File: src/sv/esub_pkg.sv
// ----------------------------------------------------------------------------
// esub_pkg
// Types and constants shared by the event subscription table modules.
// ----------------------------------------------------------------------------
package esub_pkg;

  localparam int unsigned POOL_NODES  = 64;
  localparam int unsigned EVENT_SLOTS = 32;
  localparam int unsigned SCAN_LEN    = (POOL_NODES > EVENT_SLOTS) ? POOL_NODES : EVENT_SLOTS;
  localparam int unsigned NODE_W      = (POOL_NODES > 1) ? $clog2(POOL_NODES) : 1;
  localparam int unsigned SLOT_W      = (EVENT_SLOTS > 1) ? $clog2(EVENT_SLOTS) : 1;
  localparam int unsigned SCAN_W      = (SCAN_LEN > 1) ? $clog2(SCAN_LEN) : 1;

  localparam logic [1:0] ACT_SUBSCRIBE   = 2'd0;
  localparam logic [1:0] ACT_UNSUBSCRIBE = 2'd1;
  localparam logic [1:0] ACT_LIST        = 2'd2;

  localparam logic [1:0] ST_OK         = 2'd0;
  localparam logic [1:0] ST_POOL_FULL  = 2'd1;
  localparam logic [1:0] ST_TABLE_FULL = 2'd2;
  localparam logic [1:0] ST_NOT_FOUND  = 2'd3;

  typedef struct packed {
    logic [1:0]  action;
    logic [31:0] event_type;
    logic [31:0] task_id;
  } in_t;

  typedef struct packed {
    logic [31:0] subscriber;
    logic [1:0]  status;
    logic        last;
  } out_t;

  typedef struct packed {
    logic       load_req;
    logic       scan;
    logic       set_cur_head;
    logic       rd;
    logic       adv;
    logic       new_event;
    logic       append_tail;
    logic       alloc;
    logic       unlink;
    logic       emit;
    logic [1:0] emit_status;
    logic       emit_sub;
    logic       emit_last;
  } cmd_t;

  typedef struct packed {
    logic [1:0] action;
    logic       scan_last;
    logic       slot_found;
    logic       free_slot_found;
    logic       free_node_found;
    logic       task_match;
    logic       cur_end;
  } stat_t;

endpackage

File: src/sv/esub_datapath.sv
// ----------------------------------------------------------------------------
// esub_datapath
// Event table, node pool memories, scan and walk registers, result register.
// ----------------------------------------------------------------------------
module esub_datapath (
  input  logic           clk_i,
  input  logic           rst_ni,
  input  esub_pkg::in_t  req_i,
  input  esub_pkg::cmd_t cmd_i,
  output esub_pkg::stat_t stat_o,
  output logic           result_valid_o,
  output esub_pkg::out_t result_o
);
  import esub_pkg::*;

  logic [EVENT_SLOTS-1:0] ev_valid_q;
  logic [31:0]            ev_key_q  [EVENT_SLOTS];
  logic [NODE_W-1:0]      ev_head_q [EVENT_SLOTS];
  logic [POOL_NODES-1:0]  node_used_q;
  logic [POOL_NODES-1:0]  node_end_q;
  logic [31:0]            node_task_mem [POOL_NODES];
  logic [NODE_W-1:0]      node_next_mem [POOL_NODES];

  in_t               req_q;
  logic [SCAN_W-1:0] cnt_q;
  logic              slot_found_q, free_slot_found_q, free_node_found_q;
  logic [SLOT_W-1:0] slot_q, free_slot_q;
  logic [NODE_W-1:0] free_node_q;
  logic [NODE_W-1:0] cur_q, prev_q;
  logic              head_flag_q;
  logic [31:0]       task_rd_q;
  logic [NODE_W-1:0] next_rd_q;
  logic              valid_q;
  out_t              out_q;

  logic              in_slots, in_pool;
  logic [SLOT_W-1:0] cnt_slot;
  logic [NODE_W-1:0] cnt_node;
  logic              nx_we;
  logic [NODE_W-1:0] nx_waddr, nx_wdata;

  assign in_slots = {1'b0, cnt_q} < (SCAN_W+1)'(EVENT_SLOTS);
  assign in_pool  = {1'b0, cnt_q} < (SCAN_W+1)'(POOL_NODES);
  assign cnt_slot = cnt_q[SLOT_W-1:0];
  assign cnt_node = cnt_q[NODE_W-1:0];

  assign nx_we    = cmd_i.append_tail || (cmd_i.unlink && !head_flag_q);
  assign nx_waddr = cmd_i.append_tail ? cur_q : prev_q;
  assign nx_wdata = cmd_i.append_tail ? free_node_q : next_rd_q;

  // control state
  always_ff @(posedge clk_i or negedge rst_ni) begin
    if (!rst_ni) begin
      ev_valid_q        <= '0;
      node_used_q       <= '0;
      node_end_q        <= '1;
      valid_q           <= 1'b0;
      slot_found_q      <= 1'b0;
      free_slot_found_q <= 1'b0;
      free_node_found_q <= 1'b0;
      cnt_q             <= '0;
    end else begin
      valid_q <= cmd_i.emit;
      if (cmd_i.load_req) begin
        cnt_q             <= '0;
        slot_found_q      <= 1'b0;
        free_slot_found_q <= 1'b0;
        free_node_found_q <= 1'b0;
      end
      if (cmd_i.scan) begin
        cnt_q <= cnt_q + 1'b1;
        if (in_slots) begin
          if (!slot_found_q && ev_valid_q[cnt_slot] && ev_key_q[cnt_slot] == req_q.event_type)
            slot_found_q <= 1'b1;
          if (!free_slot_found_q && !ev_valid_q[cnt_slot])
            free_slot_found_q <= 1'b1;
        end
        if (in_pool && !free_node_found_q && !node_used_q[cnt_node])
          free_node_found_q <= 1'b1;
      end
      if (cmd_i.new_event) ev_valid_q[free_slot_q] <= 1'b1;
      if (cmd_i.append_tail) node_end_q[cur_q] <= 1'b0;
      if (cmd_i.alloc) begin
        node_used_q[free_node_q] <= 1'b1;
        node_end_q[free_node_q]  <= 1'b1;
      end
      if (cmd_i.unlink) begin
        if (head_flag_q) begin
          if (node_end_q[cur_q]) ev_valid_q[slot_q] <= 1'b0;
        end else begin
          node_end_q[prev_q] <= node_end_q[cur_q];
        end
        node_used_q[cur_q] <= 1'b0;
        node_end_q[cur_q]  <= 1'b1;
      end
    end
  end

  // payload registers
  always_ff @(posedge clk_i) begin
    if (cmd_i.load_req) req_q <= req_i;
    if (cmd_i.scan) begin
      if (in_slots) begin
        if (!slot_found_q && ev_valid_q[cnt_slot] && ev_key_q[cnt_slot] == req_q.event_type)
          slot_q <= cnt_slot;
        if (!free_slot_found_q && !ev_valid_q[cnt_slot])
          free_slot_q <= cnt_slot;
      end
      if (in_pool && !free_node_found_q && !node_used_q[cnt_node])
        free_node_q <= cnt_node;
    end
    if (cmd_i.new_event) begin
      ev_key_q[free_slot_q]  <= req_q.event_type;
      ev_head_q[free_slot_q] <= free_node_q;
    end
    if (cmd_i.unlink && head_flag_q && !node_end_q[cur_q])
      ev_head_q[slot_q] <= next_rd_q;
    if (cmd_i.set_cur_head) begin
      cur_q       <= ev_head_q[slot_q];
      head_flag_q <= 1'b1;
    end
    if (cmd_i.adv) begin
      prev_q      <= cur_q;
      cur_q       <= next_rd_q;
      head_flag_q <= 1'b0;
    end
    if (cmd_i.emit) begin
      out_q.subscriber <= cmd_i.emit_sub ? task_rd_q : 32'd0;
      out_q.status     <= cmd_i.emit_status;
      out_q.last       <= cmd_i.emit_last;
    end
  end

  // node pool memories
  always_ff @(posedge clk_i) begin
    if (cmd_i.alloc) node_task_mem[free_node_q] <= req_q.task_id;
    if (cmd_i.rd) task_rd_q <= node_task_mem[cur_q];
  end

  always_ff @(posedge clk_i) begin
    if (nx_we) node_next_mem[nx_waddr] <= nx_wdata;
    if (cmd_i.rd) next_rd_q <= node_next_mem[cur_q];
  end

  assign stat_o.action          = req_q.action;
  assign stat_o.scan_last       = (cnt_q == SCAN_W'(SCAN_LEN - 1));
  assign stat_o.slot_found      = slot_found_q;
  assign stat_o.free_slot_found = free_slot_found_q;
  assign stat_o.free_node_found = free_node_found_q;
  assign stat_o.task_match      = (task_rd_q == req_q.task_id);
  assign stat_o.cur_end         = node_end_q[cur_q];

  assign result_valid_o = valid_q;
  assign result_o       = out_q;

endmodule

File: src/sv/esub_ctrl.sv
// ----------------------------------------------------------------------------
// esub_ctrl
// Request sequencer: table scan, decision, list walk and result issue.
// ----------------------------------------------------------------------------
module esub_ctrl (
  input  logic            clk_i,
  input  logic            rst_ni,
  input  logic            start,
  output logic            busy,
  input  esub_pkg::stat_t stat_i,
  output esub_pkg::cmd_t  cmd_o
);
  import esub_pkg::*;

  localparam logic [2:0] S_IDLE   = 3'd0;
  localparam logic [2:0] S_SCAN   = 3'd1;
  localparam logic [2:0] S_DECIDE = 3'd2;
  localparam logic [2:0] S_RD     = 3'd3;
  localparam logic [2:0] S_SUB    = 3'd4;
  localparam logic [2:0] S_UNS    = 3'd5;
  localparam logic [2:0] S_LIST   = 3'd6;

  logic [2:0] state_q, state_d;

  assign busy = (state_q != S_IDLE);

  always_comb begin
    state_d = state_q;
    cmd_o   = '0;
    case (state_q)
      S_IDLE: begin
        if (start) begin
          cmd_o.load_req = 1'b1;
          state_d        = S_SCAN;
        end
      end
      S_SCAN: begin
        cmd_o.scan = 1'b1;
        if (stat_i.scan_last) state_d = S_DECIDE;
      end
      S_DECIDE: begin
        state_d = S_IDLE;
        case (stat_i.action)
          ACT_SUBSCRIBE: begin
            cmd_o.emit      = 1'b1;
            cmd_o.emit_last = 1'b1;
            if (!stat_i.free_node_found) begin
              cmd_o.emit_status = ST_POOL_FULL;
            end else if (!stat_i.slot_found) begin
              if (!stat_i.free_slot_found) begin
                cmd_o.emit_status = ST_TABLE_FULL;
              end else begin
                cmd_o.new_event   = 1'b1;
                cmd_o.alloc       = 1'b1;
                cmd_o.emit_status = ST_OK;
              end
            end else begin
              cmd_o.emit         = 1'b0;
              cmd_o.set_cur_head = 1'b1;
              state_d            = S_RD;
            end
          end
          ACT_UNSUBSCRIBE, ACT_LIST: begin
            if (!stat_i.slot_found) begin
              cmd_o.emit        = 1'b1;
              cmd_o.emit_last   = 1'b1;
              cmd_o.emit_status = ST_NOT_FOUND;
            end else begin
              cmd_o.set_cur_head = 1'b1;
              state_d            = S_RD;
            end
          end
          default: state_d = S_IDLE;
        endcase
      end
      S_RD: begin
        cmd_o.rd = 1'b1;
        case (stat_i.action)
          ACT_SUBSCRIBE:   state_d = S_SUB;
          ACT_UNSUBSCRIBE: state_d = S_UNS;
          default:         state_d = S_LIST;
        endcase
      end
      S_SUB: begin
        if (stat_i.cur_end) begin
          cmd_o.append_tail = 1'b1;
          cmd_o.alloc       = 1'b1;
          cmd_o.emit        = 1'b1;
          cmd_o.emit_status = ST_OK;
          cmd_o.emit_last   = 1'b1;
          state_d           = S_IDLE;
        end else begin
          cmd_o.adv = 1'b1;
          state_d   = S_RD;
        end
      end
      S_UNS: begin
        if (stat_i.task_match) begin
          cmd_o.unlink      = 1'b1;
          cmd_o.emit        = 1'b1;
          cmd_o.emit_status = ST_OK;
          cmd_o.emit_last   = 1'b1;
          state_d           = S_IDLE;
        end else if (stat_i.cur_end) begin
          cmd_o.emit        = 1'b1;
          cmd_o.emit_status = ST_NOT_FOUND;
          cmd_o.emit_last   = 1'b1;
          state_d           = S_IDLE;
        end else begin
          cmd_o.adv = 1'b1;
          state_d   = S_RD;
        end
      end
      S_LIST: begin
        cmd_o.emit        = 1'b1;
        cmd_o.emit_sub    = 1'b1;
        cmd_o.emit_status = ST_OK;
        cmd_o.emit_last   = stat_i.cur_end;
        if (stat_i.cur_end) begin
          state_d = S_IDLE;
        end else begin
          cmd_o.adv = 1'b1;
          state_d   = S_RD;
        end
      end
      default: state_d = S_IDLE;
    endcase
  end

  always_ff @(posedge clk_i or negedge rst_ni) begin
    if (!rst_ni) begin
      state_q <= S_IDLE;
    end else begin
      state_q <= state_d;
    end
  end

endmodule

File: src/sv/event_subscription_table.sv
// ----------------------------------------------------------------------------
// event_subscription_table
// Event types with ordered subscriber lists built from a shared node pool.
// ----------------------------------------------------------------------------
// A request is taken on req_i when start is high and busy is low. Every
// request first scans the event table and the node pool, one entry a cycle,
// finding the matching slot, a free slot and the lowest free node. Subscribe
// then walks to the tail of the list if the event exists, unsubscribe walks
// until the task matches and list walks the whole list, each visiting a node
// in a read state (S_RD) and then a step state, because every step waits on
// the node memory read. Results appear on result_o for exactly one cycle with
// result_valid_o high; result_o.last marks the final result of a request.
// busy stays high until the final transfer is issued. Results cannot be
// stalled. After reset all event slots and nodes are free.
// ----------------------------------------------------------------------------
module event_subscription_table (
  input  logic           clk_i,
  input  logic           rst_ni,
  input  logic           start,
  output logic           busy,
  input  esub_pkg::in_t  req_i,
  output logic           result_valid_o,
  output esub_pkg::out_t result_o
);
  import esub_pkg::*;

  cmd_t  cmd;
  stat_t stat;

  esub_ctrl u_ctrl (
    .clk_i  (clk_i),
    .rst_ni (rst_ni),
    .start  (start),
    .busy   (busy),
    .stat_i (stat),
    .cmd_o  (cmd)
  );

  esub_datapath u_datapath (
    .clk_i          (clk_i),
    .rst_ni         (rst_ni),
    .req_i          (req_i),
    .cmd_i          (cmd),
    .stat_o         (stat),
    .result_valid_o (result_valid_o),
    .result_o       (result_o)
  );

endmodule
File: config.mk
export PLATFORM = sky130hd
export DESIGN_NAME = event_subscription_table
export DESIGN_NICKNAME = d
export VERILOG_FILES = /design/src/sv/esub_pkg.sv /design/src/sv/esub_datapath.sv /design/src/sv/esub_ctrl.sv /design/src/sv/event_subscription_table.sv
export SDC_FILE = /design/constraint.sdc
export NUM_CORES = 2
export LEC_CHECK = 0
export ABC_AREA = 1
export BUFFER_PORTS_ARGS = -buffer_cell sky130_fd_sc_hd__buf_2
export CORE_MARGIN = 2
export CORE_UTILIZATION = 30
export DETAILED_ROUTE_END_ITERATION = 8
export GPL_ROUTABILITY_DRIVEN = 0
export SKIP_LAST_GASP = 1
export SLEW_MARGIN = 30
export SYNTH_ARGS = -nofsm -noshare
export SYNTH_HDL_FRONTEND = slang
export SYNTH_SLANG_ARGS = --single-unit
File: constraint.sdc
create_clock -name clk_i -period 5.2 [get_ports clk_i]
set_clock_uncertainty 0.2 [all_clocks]
set_input_delay 0.78 -clock clk_i [delete_from_list [all_inputs] [get_ports clk_i]]
set_output_delay 0.78 -clock clk_i [all_outputs]
set_load 0.1 [all_outputs]
Word-level counts from Yosys, hierarchy flattened
Memory sizes are Yosys's and may differ from the RTL's. A register that Yosys moved wholly into a read port is not among the register bits.
Cells that the tools add are included.
{"block": "op_classes", "addsub": 1, "n_lt_le_gt_ge": 13, "n_eq_ne": 13, "muxes": 103, "bitwise": 9, "reduce_logical": 32}
{"cell": "$mux W64", "n": 7}
{"cell": "$or A64 B64 Y64", "n": 3}
{"cell": "$and A64 B64 Y64", "n": 2}
{"cell": "$mux W32", "n": 4}
{"cell": "$bwmux W64", "n": 1}
{"cell": "$eq A32 B32 Y1", "n": 2}
{"cell": "$not A64 Y64", "n": 1}
{"cell": "$mux W1", "n": 50}
{"cell": "$mux W6", "n": 7}
{"cell": "$and A32 B32 Y32", "n": 1}
{"cell": "$not A32 Y32", "n": 1}
{"cell": "$or A32 B32 Y32", "n": 1}
{"cell": "$lt A6 B7 Y1 const B", "n": 4}
{"cell": "$mux W3", "n": 7}
{"cell": "$demux W1 S6", "n": 3}
{"cell": "$ge A6 B1 Y1 const B", "n": 3}
{"cell": "$lt A5 B6 Y1 const B", "n": 3}
{"cell": "$pmux W3 S6", "n": 1}
{"cell": "$mux W2", "n": 7}
{"cell": "$bmux W1 S6", "n": 2}
{"cell": "$logic_and A1 B1 Y1", "n": 12}
{"cell": "$pmux W3 S2", "n": 2}
{"cell": "$pmux W3 S4", "n": 1}
{"cell": "$demux W1 S5", "n": 2}
{"cell": "25 further kinds", "n": 44}
{"block": "totals", "ff_bits": 303, "ramBits": 3648, "input_bits": 69, "out_inout_bits": 37, "word_cells": 196, "mem_count": 4}
{"name": "u_datapath.node_task_mem", "depth": 64, "word_bits": 32, "read_ports": 1, "rd_clocked_by_memory_dff": 1, "write_ports": 1, "line": "esub_datapath.sv:21", "text": "logic [31:0] node_task_mem [POOL_NODES];"}
{"name": "u_datapath.ev_key_q", "depth": 32, "word_bits": 32, "read_ports": 1, "rd_clocked_by_memory_dff": 0, "write_ports": 1, "line": "esub_datapath.sv:17", "text": "logic [31:0] ev_key_q [EVENT_SLOTS];"}
{"name": "u_datapath.node_next_mem", "depth": 64, "word_bits": 6, "read_ports": 1, "rd_clocked_by_memory_dff": 1, "write_ports": 1, "line": "esub_datapath.sv:22", "text": "logic [NODE_W-1:0] node_next_mem [POOL_NODES];"}
{"name": "u_datapath.ev_head_q", "depth": 32, "word_bits": 6, "read_ports": 1, "rd_clocked_by_memory_dff": 1, "write_ports": 1, "line": "esub_datapath.sv:18", "text": "logic [NODE_W-1:0] ev_head_q [EVENT_SLOTS];"}

Depth between registers and ports, before layout
{"block": "depth", "depth_word": 14, "depth_mapped": 22}

Hierarchy
Synthesis repeated with hierarchy kept, for this count alone.
{"block": "unflattened", "hier_cells": 12226, "hier_area_um2": 159187.7}
{"mod": "esub_datapath", "instances": 1, "cells_per_inst": 12146, "area_each_um2": 158729.7}
{"mod": "esub_ctrl", "instances": 1, "cells_per_inst": 80, "area_each_um2": 457.9}

Least setup slack after synthesis
OpenSTA, ideal clock, no wires.
{"block": "synth_timing", "path_type": "reg-to-reg", "startpoint": "reg u_datapath.cur_q[3]", "endpoint": "mem u_datapath.node_next_mem[0][1] (netlist bit) (data pin)", "setup_ns": 0.702, "arrival_ns": 4.480, "slack_ns": -0.182, "stages_incl_launch_ff": 11, "path_buffers": 3, "period_less_slack_ns": 5.382, "path_cell_list": "edfxtp_1 buf_4 nor3_1 o21ai_1 nand2_1 nor2_1 nand2_4 nand2_4 clkbuf_1 clkbuf_1 o21ai_0"}
{"block": "synth_via", "elab_chain_cells": 5}
{"item": "start: declaration", "line": "esub_datapath.sv:29", "text": "logic [NODE_W-1:0] cur_q, prev_q;"}
{"item": "start signal: assignment", "line": "esub_datapath.sv:119", "text": "cur_q <= ev_head_q[slot_q];"}
{"item": "start signal: assignment", "line": "esub_datapath.sv:124", "text": "cur_q <= next_rd_q;"}
{"item": "$bmux W1 S6", "line": "esub_datapath.sv:151", "text": "assign stat_o.cur_end = node_end_q[cur_q];"}
{"item": "$mux W1 (not written as such)", "line": "esub_datapath.sv:151"}
{"item": "$mux W2", "line": "esub_ctrl.sv:85", "text": "if (stat_i.cur_end) begin"}
{"item": "$mux W1", "line": "esub_ctrl.sv:30", "text": "case (state_q)"}
{"item": "$mux W6", "line": "esub_datapath.sv:49", "text": "assign nx_wdata = cmd_i.append_tail ? free_node_q : next_rd_q;"}
{"item": "via u_datapath.nx_wdata[1]", "line": "esub_datapath.sv:40", "text": "logic [NODE_W-1:0] nx_waddr, nx_wdata;"}
{"item": "end: declaration", "line": "esub_datapath.sv:22"}
The timed path passes the listed nets, and every way through them passes these cells. The select of a mux whose other input is x is not followed.

Worst setup path in the final report
{"block": "layout_timing", "startpoint": "reg u_datapath.req_q[1] (netlist bit)", "endpoint": "mem u_datapath.ev_head_q[19][3] (netlist bit) (enable)"}
{"block": "layout_via", "elab_chain_cells": 9, "word_cells_on_any_way": 10, "cone_classes": "1 x eq/ne; 6 x mux; 3 x reduce/logical"}
{"item": "start: declaration", "line": "esub_datapath.sv:24", "text": "in_t req_q;"}
{"item": "start signal: assignment", "line": "esub_datapath.sv:101", "text": "if (cmd_i.load_req) req_q <= req_i;"}
{"item": "$eq A32 B32 Y1 *", "line": "esub_datapath.sv:150", "text": "assign stat_o.task_match = (task_rd_q == req_q.task_id);"}
{"item": "$mux W1 *", "line": "esub_ctrl.sv:98", "text": "if (stat_i.task_match) begin"}
{"item": "$mux W1 *", "line": "esub_ctrl.sv:30"}
{"item": "$logic_and A1 B1 Y1 * (2 in a row)", "line": "esub_datapath.sv:116", "text": "if (cmd_i.unlink && head_flag_q && !node_end_q[cur_q])"}
{"item": "$mux W1 *", "line": "esub_datapath.sv:116"}
{"item": "$mux W1 (not written as such) *", "line": "esub_datapath.sv:117", "text": "ev_head_q[slot_q] <= next_rd_q;"}
{"item": "$reduce_or A6 Y1 (no line)"}
{"item": "$mux W5 (no line) / $mux W1 (equally long branches)"}
{"item": "end: declaration", "line": "esub_datapath.sv:18"}
Mark *: on every way between the ends. The rest lies on a longest branch, timed or not.

==> results.json <==
{
  "cts.clk_slew.worst_paths_ps": 70,
  "area_growth_pct": 17.3,
  "via_count": 101000,
  "power.leakage_nw": 61.7,
  "start_kind": "register",
  "vdd_drop_max_mv": 0.623,
  "p_sw_mw": 25.7,
  "routedWlPerCell_microns": 25.4,
  "reg2reg_from": "u_datapath.req_q[1]$_DFFE_PP_",
  "swShare": 0.308,
  "max_stage_delay_ps": 820,
  "rsz0062_at_grt": "false",
  "dp_hpwl_microns": 272000,
  "synth.avg_cell_area_sq_um": 13.4,
  "die_area_sq_mm": 0.523,
  "drc": 0,
  "cts_tree": "done",
  "r2r_setup_slack_ps": 210,
  "cp_slowest_cell": "nor3_1",
  "critPathCapture": "u_datapath.ev_head_q[19][3]$_DFFE_PP_",
  "tightestPinTransition_ps": 1170,
  "grt_pass1_vias": 95600,
  "initial_core_util": 0.301,
  "rows": 264,
  "finalInstanceArea_sq_mm": 0.182,
  "ant_nets": 0,
  "maxCapViolations": 0,
  "slew_headroom": 0.215,
  "cp_max_fo": 11,
  "cts-root-buf": "clkbuf_16",
  "hold_ws_ps": 162,
  "yosys.area.top_type_share": 0.738,
  "cp.arrival_ps": 5410,
  "ys_seq_area_frac": 0.767,
  "num_io_pins": 106,
  "antenna_found_initial": 34,
  "setup_tns_ps": 0,
  "core_sq_mm": 0.516,
  "clock.fmax_mhz": 200,
  "timing_hold_violations_final": 0,
  "cts_sinks": 3994,
  "required_ps": 5610,
  "yosysWarnings": 0,
  "ys.flop_type": "edfxtp_1",
  "port_buffers": 105,
  "synth_area_sq_mm": 0.155,
  "cpMostUsedCell": "buf_4",
  "layout.nets": 12100,
  "period_share": 0.960,
  "chipHeight_microns": 723,
  "cts_hold_buf": 66,
  "final_util": 0.353,
  "via_per_inst": 5.23,
  "clkPwrFrac": 0.348,
  "synth-seq-cells": 3994,
  "die_w_microns": 723,
  "overflow": 0,
  "yosysMostFrequentCell": "edfxtp_1",
  "synth_top_cells_by_count": "edfxtp_1, nand2_1, nand3_1",
  "hold_class": "input pin to register",
  "cts_max_level": 5,
  "synth_fp_nets": 11600,
  "grt_max_degree": 169,
  "critical_path.startpoint": "u_datapath.req_q[1]$_DFFE_PP_",
  "clock_latency_ps": 1030,
  "track_usage": 0.181,
  "status": "completed",
  "power.total_mw": 83.4,
  "reg2reg_depth": 15,
  "drtIter0Drc": 13800,
  "end_kind": "register",
  "grt_first_pass_wirelength_microns": 697000,
  "worstSetupPathType": "register to register",
  "syn_inst": 11600,
  "postCtsResizedCells": 0,
  "drive_gt1_frac": 0.124,
  "power.density_mw_per_mm2": 458,
  "synth-edff-count": 3815,
  "cp_cell_sequence": "or2_2 -> nand4_1 -> nor3_1 -> nand2_1 -> nor2_1 -> buf_4 -> nand3_4 -> nor2_1 -> nand2_1 -> buf_4 -> o21ai_1 -> nand3_1 -> buf_4 -> nor2_1 -> buf_4",
  "finalCriticalPeriod_ps": 4990,
  "synth.distinct_cells": 51,
  "reg2reg_to": "u_datapath.ev_head_q[19][3]$_DFFE_PP_",
  "synthTopCellsByArea": "edfxtp_1, nand2_1, nand3_1",
  "cts.path.max_buffers": 4,
  "drv_slew": 0,
  "pwr-share-seq": 0.453,
  "post_dp_cell_area_sq_mm": 0.168,
  "setup_violations": 0,
  "async_flop_share": 0.0433,
  "power_frac_comb": 0.199,
  "internal_power_mw": 57.7,
  "cts_buffers": 407,
  "post-cts-setup-buffers": 0,
  "first_pass_iters": 6,
  "wirelength_microns": 491000,
  "yosysTopAreaCell": "edfxtp_1"
}
[cells by family (layout without fill, tap and decap cells)]
family                     after synthesis  count (layout)  synth area share
buffers and inverters                  989            1819            0.0254
DFF                                   3994            3994             0.767
AOI/OAI and AO/OA                     1479            1479            0.0672
other                                    0              17                 0
adders and majority gates                4               4          0.000323
and+or+nand+nor                       5062            5062             0.138
xor gates and xnor gates                27              27           0.00152
[cell type report]
cell class              count  area (sq um)
clock buffers             482         10600
well taps                6916          8650
clock inverters           271          2630
fillers                 49400        334000
repair buffers            718          6990
flip-flops and latches   3994        119000
multi-input cells        6572         32700
diodes                     17          42.5
inverters                 348          1370
[flip-flops by register name, summed over array words and instances (netlist names), 32 cells and up, named ones only]
name	flops
u_datapath.node_next_mem	384
u_datapath.node_task_mem	2048
u_datapath.ev_key_q	1024
u_datapath.ev_head_q	192
u_datapath.node_end_q	64
u_datapath.ev_valid_q	32
u_datapath.req_q	64
u_datapath.result_o	35
u_datapath.node_used_q	64
u_datapath.task_rd_q	32
[power groups by stage]
| stage | logic (mW) | clock network (mW) | registers (mW) |
|---|---|---|---|
| finish | 16.6 | 29.0 | 37.8 |
| CTS | 16.3 | 29.3 | 37.8 |
| global placement | 16.0 | 0 | 38.5 |
| global route | 17.8 | 30.5 | 37.8 |
| floorplan | 8.82 | 0 | 39.2 |
| detailed placement | 16.2 | 0 | 38.5 |
[per-stage QoR]
stage,setup slack [ps],std cells
after floorplan,-182,11600
after global placement,349,18500
after detailed placement,365,18500
after CTS,261,19300
after global routing,70.6,19300
final,208,19300
[layout by cell type, fill, tap and decap left out, types with 71 or more instances in the layout]
cell type	n
edfxtp_1	3815
nand2_1	2968
nand3_1	1019
nor2_1	565
clkbuf_16	411
buf_4	406
a22oi_1	379
o21ai_0	352
nand4_1	332
inv_1	279
a221oi_1	267
a22o_1	175
buf_12	126
buf_2	104
dfrtp_1	104
clkinv_2	98
a21oi_1	97
clkinv_1	91
o22ai_1	73
clkbuf_1	71
[critical path, delay by kind of cell (launching register included)]
family / cells / cell delay [ps]
flip-flops: 1 / 670
AO/OA/AOI/OAI: 1 / 160
buffers and inverters: 4 / 860
AND/OR/NAND/NOR: 10 / 2670
[metal layers]
metal / global-route usage / share of wire / routed length (microns)
met2: 0.286 / 0.46 / 225000
met5: 0 / 0.000092 / 45
met4: 0.0644 / 0.039 / 19200
met1: 0.249 / 0.40 / 198000
met3: 0.0343 / 0.10 / 49400
[worst min path at each step]
stage,start,endpoint,slack [ps],cells past startpoint
after floorplan,u_datapath.cur_q[4]$_DFFE_PP_,u_datapath.prev_q[4]$_DFFE_PP_,220,0
after global placement,u_datapath.node_used_q[45]$_DFF_PN0_,u_datapath.node_used_q[45]$_DFF_PN0_,270,2
after detailed placement,u_datapath.node_used_q[26]$_DFF_PN0_,u_datapath.node_used_q[26]$_DFF_PN0_,280,2
after CTS,req_i[15],u_datapath.req_q[15]$_DFFE_PP_,4,1
after global routing,req_i[15],u_datapath.req_q[15]$_DFFE_PP_,80,1
final,req_i[15],u_datapath.req_q[15]$_DFFE_PP_,160,1
Power figures use the tool's default switching activity.
